==> src/rtl/ppt_pkg.sv <==
`timescale 1ns / 1ps
`default_nettype none
// ----------------------------------------------------------------------------
// Point-in-polygon package
// Shared widths, types and codes for the polygon vertex ring and edge unit.
// ----------------------------------------------------------------------------
package ppt_pkg;

   localparam int COORD_WIDTH  = 16;
   localparam int MAX_VERTICES = 64;
   localparam int INDEX_WIDTH  = 6;
   localparam int COUNT_WIDTH  = 7;

   localparam int STEP_WIDTH   = $clog2(MAX_VERTICES);
   localparam int NCOUNT_WIDTH = $clog2(MAX_VERTICES + 1);
   localparam int CMP_WIDTH    = (COUNT_WIDTH > NCOUNT_WIDTH) ? COUNT_WIDTH : NCOUNT_WIDTH;
   localparam int DIFF_WIDTH   = COORD_WIDTH + 1;
   localparam int PROD_WIDTH   = 2 * DIFF_WIDTH;

   localparam logic OP_WRITE = 1'b0;
   localparam logic OP_QUERY = 1'b1;

   typedef logic signed [COORD_WIDTH-1:0] coord_type;
   typedef logic signed [DIFF_WIDTH-1:0]  diff_type;
   typedef logic signed [PROD_WIDTH-1:0]  prod_type;

   typedef struct packed {
      coord_type x;
      coord_type y;
   } vertex_type;

   // Per-cycle control from the sequencer to the edge unit.
   typedef struct packed {
      logic clear;   // new query: drop all accumulated results
      logic step;    // an edge in use is at the head of the ring
      logic first;   // the head holds vertex 0
      logic last;    // the head holds the last vertex in use
   } edge_ctl_type;

   function automatic diff_type widen(coord_type v);
      return {v[COORD_WIDTH-1], v};
   endfunction

endpackage
`default_nettype wire

==> src/rtl/ppt_edge_unit.sv <==
`timescale 1ns / 1ps
`default_nettype none
// ----------------------------------------------------------------------------
// Polygon edge unit
// Tests one edge per cycle against the query point: bounding box, on-edge
// check and even-odd crossing count, in a two-stage pipeline.
// ----------------------------------------------------------------------------
module ppt_edge_unit (
   input  wire logic                 clock,
   input  wire logic                 reset,
   input  wire ppt_pkg::edge_ctl_type ctl,
   input  wire ppt_pkg::coord_type    query_x,
   input  wire ppt_pkg::coord_type    query_y,
   input  wire ppt_pkg::vertex_type   cur_vertex,
   input  wire ppt_pkg::vertex_type   next_vertex,
   output      logic                  in_poly
);

   ppt_pkg::vertex_type first_now;
   ppt_pkg::vertex_type first_ff, first_in;
   ppt_pkg::coord_type  ax, ay, bx, by;
   ppt_pkg::diff_type   dqx, dy, dbx, dqy;

   ppt_pkg::prod_type   p1_ff, p1_in, p2_ff, p2_in;
   logic                straddle_ff, straddle_in;
   logic                dy_pos_ff, dy_pos_in;
   logic                extent_ff, extent_in;
   logic                pv_ff, pv_in;

   ppt_pkg::coord_type  min_x_ff, min_x_in, max_x_ff, max_x_in;
   ppt_pkg::coord_type  min_y_ff, min_y_in, max_y_ff, max_y_in;
   logic                any_ff, any_in;
   logic                on_edge_ff, on_edge_in;
   logic                odd_ff, odd_in;

   logic                c_zero, c_lt, c_gt, crosses;

   // Stage A: differences, the two cross products and the edge flags.
   always_comb begin
      first_now = ctl.first ? cur_vertex : first_ff;
      ax = cur_vertex.x;
      ay = cur_vertex.y;
      if (ctl.last) begin
         bx = first_now.x;
         by = first_now.y;
      end else begin
         bx = next_vertex.x;
         by = next_vertex.y;
      end

      dqx = ppt_pkg::widen(query_x) - ppt_pkg::widen(ax);
      dy  = ppt_pkg::widen(by) - ppt_pkg::widen(ay);
      dbx = ppt_pkg::widen(bx) - ppt_pkg::widen(ax);
      dqy = ppt_pkg::widen(query_y) - ppt_pkg::widen(ay);

      p1_in       = dqx * dy;
      p2_in       = dbx * dqy;
      straddle_in = (ay > query_y) != (by > query_y);
      dy_pos_in   = by > ay;
      extent_in   = ((ax <= query_x) || (bx <= query_x)) &&
                    ((ax >= query_x) || (bx >= query_x)) &&
                    ((ay <= query_y) || (by <= query_y)) &&
                    ((ay >= query_y) || (by >= query_y));
      pv_in       = ctl.step;

      first_in = (ctl.step && ctl.first) ? cur_vertex : first_ff;

      min_x_in = min_x_ff;
      max_x_in = max_x_ff;
      min_y_in = min_y_ff;
      max_y_in = max_y_ff;
      if (ctl.step) begin
         if (ctl.first) begin
            min_x_in = ax;
            max_x_in = ax;
            min_y_in = ay;
            max_y_in = ay;
         end else begin
            if (ax < min_x_ff) min_x_in = ax;
            if (ax > max_x_ff) max_x_in = ax;
            if (ay < min_y_ff) min_y_in = ay;
            if (ay > max_y_ff) max_y_in = ay;
         end
      end
      any_in = ctl.clear ? 1'b0 : (any_ff || ctl.step);
   end

   // Stage B: sign of the cross product difference decides both tests.
   always_comb begin
      c_zero  = p1_ff == p2_ff;
      c_lt    = p1_ff < p2_ff;
      c_gt    = !c_zero && !c_lt;
      crosses = dy_pos_ff ? c_lt : c_gt;

      on_edge_in = on_edge_ff;
      odd_in     = odd_ff;
      if (ctl.clear) begin
         on_edge_in = 1'b0;
         odd_in     = 1'b0;
      end else if (pv_ff) begin
         on_edge_in = on_edge_ff || (c_zero && extent_ff);
         odd_in     = odd_ff ^ (straddle_ff && crosses);
      end
   end

   always_ff @(posedge clock) begin
      if (reset) begin
         pv_ff      <= 1'b0;
         any_ff     <= 1'b0;
         on_edge_ff <= 1'b0;
         odd_ff     <= 1'b0;
      end else begin
         pv_ff      <= pv_in;
         any_ff     <= any_in;
         on_edge_ff <= on_edge_in;
         odd_ff     <= odd_in;
      end
   end

   always_ff @(posedge clock) begin
      p1_ff       <= p1_in;
      p2_ff       <= p2_in;
      straddle_ff <= straddle_in;
      dy_pos_ff   <= dy_pos_in;
      extent_ff   <= extent_in;
      first_ff    <= first_in;
      min_x_ff    <= min_x_in;
      max_x_ff    <= max_x_in;
      min_y_ff    <= min_y_in;
      max_y_ff    <= max_y_in;
   end

   assign in_poly = any_ff &&
                    (query_x >= min_x_ff) && (query_x <= max_x_ff) &&
                    (query_y >= min_y_ff) && (query_y <= max_y_ff) &&
                    (on_edge_ff || odd_ff);

endmodule
`default_nettype wire

==> config.mk <==
export PLATFORM = sky130hd
export DESIGN_NAME = ppt_edge_unit
export DESIGN_NICKNAME = d
export VERILOG_FILES = /design/src/rtl/ppt_pkg.sv /design/src/rtl/ppt_edge_unit.sv
export SDC_FILE = /design/constraint.sdc
export NUM_CORES = 2
export LEC_CHECK = 0
export ABC_CLOCK_PERIOD_IN_PS = 10850
export BUFFER_PORTS_ARGS = -buffer_cell sky130_fd_sc_hd__buf_2
export CAP_MARGIN = 20
export CORE_ASPECT_RATIO = 1.75
export CORE_MARGIN = 1
export CORE_UTILIZATION = 30
export DETAILED_ROUTE_END_ITERATION = 6
export SETUP_SLACK_MARGIN = 0.4
export SYNTH_ARGS = -nofsm -noshare
export SYNTH_HDL_FRONTEND = slang
export SYNTH_SLANG_ARGS = --single-unit
==> constraint.sdc <==
create_clock -name clock -period 10.85 [get_ports clock]
set_input_delay 2.17 -clock clock [delete_from_list [all_inputs] [get_ports clock]]
set_output_delay 2.17 -clock clock [all_outputs]
set_load 0.05 [all_outputs]
* Word level (Yosys, flattened, before mapping)
Index checks and enable logic that the tools add are counted.
Storage, ports and cells: bits of input ports 102, flip-flop bits (word level) 171, word-level logic and storage cells 86
Cells by class: bitwise logic cells 1, equal/unequal tests 2, multiply operators 2, mux-type cells 12, order comparisons 20, reductions and logical operators 30, $add $sub $neg 4
Operators by type and width (count):
- 2-to-1 mux 16 bit | 10
- >= comparator 16 bit | 6
- less-or-equal comparator 16 bit | 6
- > comparator 16 bit | 5
- multiplier 17 x 17 -> 34 bit | 2
- subtractor 16 x 16 -> 17 bit | 4
- equality test 34 bit | 1
- less-than comparator 34 bit | 1
- less-than comparator 16 bit | 2
- 2-to-1 mux 32 bit | 1
- logical AND 1 bit | 12
- AND reduction 2 bit | 4
- nonzero test 2 bit | 4
- logical OR 1 bit | 7
- zero test 1 bit | 2
- OR reduction 2 bit | 1
- 2-to-1 mux 1 bit | 1
- != test 1 bit | 1
- bitwise XOR 1 bit | 1

* Depth between registers and ports, before layout
depth after elaboration 7, depth in mapped cells 38, mapped depth without buffers 36

* Worst setup path after synthesis
No wires, ideal clock.
path kind input port to flip-flop, start input ctl[1] (netlist name), end register p2_ff[30], stages 37, slack 0.392 ns, arrival time 10.386 ns, required time 10.778 ns, cells stage by stage clkbuf_1 mux2i_1 nand2_1 o21ai_0 ha_1 inv_1 fa_1 a21o_1 a21o_1 a21oi_1 o21ai_0 a41o_1 o21a_1 xor2_1 clkbuf_1 nand2_1 fa_1 inv_1 fa_1 inv_1 fa_1 inv_1 fa_1 fa_1 inv_1 fa_1 inv_1 ha_1 a21o_1 a21o_1 a21o_1 a21oi_1 a2bb2oi_1 a31oi_1 a21o_1 a21oi_1 xnor2_1
Between the ends: word-level cells in the longest chain between the ends 4
Ends and longest elaborated chain:
- start, declared | line ppt_edge_unit.sv:11 | input wire ppt_pkg::edge_ctl_type ctl,
- 2-to-1 mux 32 bit | line ppt_edge_unit.sv:40 | first_now = ctl.first ? cur_vertex : first_ff;
- 2-to-1 mux 16 bit | line ppt_edge_unit.sv:43 | if (ctl.last) begin
- subtractor 16 x 16 -> 17 bit | line ppt_edge_unit.sv:53 | dbx = ppt_pkg::widen(bx) - ppt_pkg::widen(ax);
- multiplier 17 x 17 -> 34 bit | line ppt_edge_unit.sv:57 | p2_in = dbx * dqy;
- named net p2_in[30] | line ppt_edge_unit.sv:24 | ppt_pkg::prod_type p1_ff, p1_in, p2_ff, p2_in;
- end signal, assigned | line ppt_edge_unit.sv:122 | p2_ff <= p2_in;
- end, declared | line ppt_edge_unit.sv:24
The timed path passes the listed nets, and every way through them passes these cells. A chain may end at the register's enable or synchronous reset.

* Worst setup path in the final report
start input ctl[0] (netlist name), end register p1_ff[33]
Between the ends: word-level cells in the longest chain between the ends 3
Ends and longest elaborated chain:
- 2-to-1 mux 16 bit | line ppt_edge_unit.sv:43
- subtractor 16 x 16 -> 17 bit | line ppt_edge_unit.sv:52 | dy = ppt_pkg::widen(by) - ppt_pkg::widen(ay);
- multiplier 17 x 17 -> 34 bit | line ppt_edge_unit.sv:56 | p1_in = dqx * dy;
- named net p1_in[33] | line ppt_edge_unit.sv:24
- end signal, assigned | line ppt_edge_unit.sv:121 | p1_ff <= p1_in;
- end, declared | line ppt_edge_unit.sv:24
The timed path passes the listed nets, and every way through them passes these cells.

==> results.md <==
- Number of CTS-inserted buffers: 17
- Post-Syn Area: approximately 34000 sq um
- Crit start category: input port
- Ant. Diodes: 0
- Commonest non-fill, non-tap cell in the layout: inv_1
- Reg-to-reg slack, setup: 2.33 ns
- Worst Setup End Kind: flop
- Crit-path most repeated cell: fa_1
- Compound-gate portion of the synthesized area: 0.08840
- Worst relative slew slack: 0.2739
- Commonest non-fill, non-tap cells in the layout: inv_1 (803), fa_1 (594), ha_1 (428)
- Detailed Route Iter0 Violations: about 1.4k
- Crit path largest cell delay: 0.56 ns
- Final WL: ~110000 um
- Core area: between 100000 and 150000 sq um
- Mux cell area share after synthesis: 0.01115
- Critical Path Slowest Stage Cell: fa_1
- Die height: 448.8 um
- Row cnt: about 160
- DR WL/cell: 20.50 um
- Port Buf Inserts: between 100 and 150
- Final #Nets: 5054
- Post-cts hold buffer count: 0
- Cells after synthesis: 3713
- Yosys warns: 0
- Die span in x: roughly 260 um
- Hold endpoint: odd_ff
- Largest family of logic cells by synthesized area: adder cells
- Initial core utilization: 0.3029
- Final hold violations: 0
- Worst flop-to-flop path endpoint: p2_ff[30]
- Maximum clock frequency: just under 100 MHz
- Fin Hold WS: a little under 0.5 ns
- Final setup viols: 0
- Crit path DAT: between 10 and 15 ns
- Clk buf depth: 2
- Final cycle utilization of the critical path: 0.9334
- Worst slew pin tran: 1.081 ns
- Max Cap Viol: 0
- Adder-cell share of the synthesized area: 0.5054
- Vias in the first global route: just under 30k
- Kind of critical path: in -> reg
- Via Count: between 20k and 30k
- Final min period: 10.13 ns
- Number of clock sinks: around 170
- RSZ-0062 raised after global routing: true
- Slew Limit Fails: 0
- First-pass GRT wire length: between 150000 and 200000 um
- Pin count of the biggest net entering global routing: 28
- I/O pins: around 100
- Post-synth EDFFs: 96
- DIE AREA: about 120000 sq um
- Detailed placer's ending HPWL: approximately 96000 um
- Drt drc: 0
- Antenna violations before repair: 5
- First-pass iteration count of the detailed router: 5
- Share of layout cells above drive strength 1: 0.09315
- Async SR Flop Fraction: 0
- XOR/XNOR Fraction of Synth Area: 0.03813
- CTS root buf: clkbuf_16
- Yosys cell types: a little under 80
- Clock network latency to the later pin of the worst-skew pair: about 0.5 ns
- GP Congestion: 0.9467
- Path depth of the worst reg2reg path: 37
- Crit path max-delay family: adder cells
- Worst r2r src: first_ff[16]
- Worst-path fanout max: 27
- Worst hold path type: reg -> reg
- Mean Syn Cell Area: 9.218 sq um
- Antenna-violating nets left: 0
- WHS Path Cells: 2
- Synth-to-Final Area Change: 12.22%
- Worst Skew: a little over 0.02 ns
- Buf+Inv Stages, Crit Path: 9
- Final Util: 0.3399
- Worst-path clk slew: approximately 0.07 ns
- Register bit total from synthesis: 171
- Global route total overflow: 0
- GRT Util Overall: 0.1979
- Register area share after synthesis: 0.1281
- Hold Crit Start: odd_ff
- Vias per cell: around 4.9
- Top_reg_cell synth: edfxtp_1
- CTS tree: built
- Syn nets: between 4k and 5k
- Status: finished, final reports clean
- CTS H-tree lvls: 4
- Synth Area in Simple Gates: 0.1324
- WP data required: between 10 and 15 ns
[worst max-delay path by stage]
| stage | startpoint | end | cells past startpoint |
|---|---|---|---|
| final | ctl[0] | p1_ff[33] | 35 |
| after global routing | ctl[1] | p1_ff[33] | 37 |
| after CTS | ctl[1] | p1_ff[33] | 37 |
| after detailed placement | ctl[1] | p1_ff[33] | 37 |
| after global placement | ctl[1] | p1_ff[33] | 37 |
| after floorplan | ctl[0] | p2_ff[30] | 37 |
[routing by layer]
layer | vias up | GRT usage | wire length, um
met1 | 13390 | 0.1937 | 37490
met3 | 372 | 0.02025 | 3709
met2 | 743 | 0.3798 | 60420
met4 | 6 | 0.1444 | 9543
met5 | - | 0 | 35
li1 | 12130 | - | -
[synth_stat cells (29+ instances only)]
library cell / instances / area [sq um]
inv_1: 803 / 3014
nor2_1: 309 / 1160
a21oi_1: 139 / 695.7
nand2b_1: 43 / 269.0
clkbuf_1: 59 / 221.5
xnor2_1: 104 / 910.9
nand2_1: 355 / 1333
xor2_1: 45 / 394.1
o21ai_0: 82 / 410.4
nand4_1: 41 / 256.5
ha_1: 429 / 5368
fa_1: 596 / 11930
nor2b_1: 80 / 500.5
o21a_1: 29 / 217.7
and2_1: 49 / 306.5
mux2i_1: 37 / 370.4
dfxtp_1: 75 / 1501
nor3_1: 37 / 185.2
a21o_1: 80 / 600.6
edfxtp_1: 96 / 2883
[kinds of logic (layout without fill, tap and decap cells)]
| kind of cell | after synthesis | count (layout) |
|---|---|---|
| adder cells (fa/ha/maj) | 1025 | 1025 |
| buffers and inverters | 875 | 1102 |
| flip-flops | 171 | 171 |
| XOR/XNOR | 149 | 149 |
| AO/OA/AOI/OAI | 460 | 460 |
| AND/OR/NAND/NOR | 995 | 995 |
| multiplexers | 38 | 38 |
[final cells by class]
class | count | area, sq um
sequential | 171 | 4384
clock inverter | 15 | 141.4
inverter | 803 | 3014
tap | 1485 | 1858
timing repair buffer | 267 | 1871
fill | 11760 | 74580
multi-input combinational | 2667 | 26710
clock buffer | 17 | 425.4
[tightest hold or removal path, cell delays in order, from the launching register on]
cell and delay [ns]:
dfxtp_1 0.32, nand2_1 0.06, mux2i_1 0.06
[registers in the layout, indices dropped and copies added (netlist names)]
name / flops
max_x_ff: 16
dy_pos_ff: 1
max_y_ff: 16
any_ff: 1
p2_ff: 34
first_ff: 32
min_x_ff: 16
pv_ff: 1
straddle_ff: 1
odd_ff: 1
extent_ff: 1
p1_ff: 34
min_y_ff: 16
on_edge_ff: 1
[per-stage QoR]
step	setup slack, ns	cells	TNS, ns	area, sq um
2_1_floorplan	0.4567	3713	0	34230
3_3_place_gp	-0.1306	5385	-0.1306	37640
3_5_place_dp	-0.1773	5386	-0.2279	37650
4_1_cts	0.4737	5418	0	38220
5_1_grt	0.3076	5425	0	38410
6_report	0.7232	5425	0	38410
[repair_timing]
| item | in CTS | in global routing |
|---|---|---|
| pin swaps | 0 | 6 |
| setup endpoints to repair | 1 | 17 |
| resized for setup | 3 | 34 |
| buffers inserted | 0 | 7 |
Power is left out: the tool's default activity adds up to more than one toggle a clock period on the data nets, which glitch-free logic cannot reach.
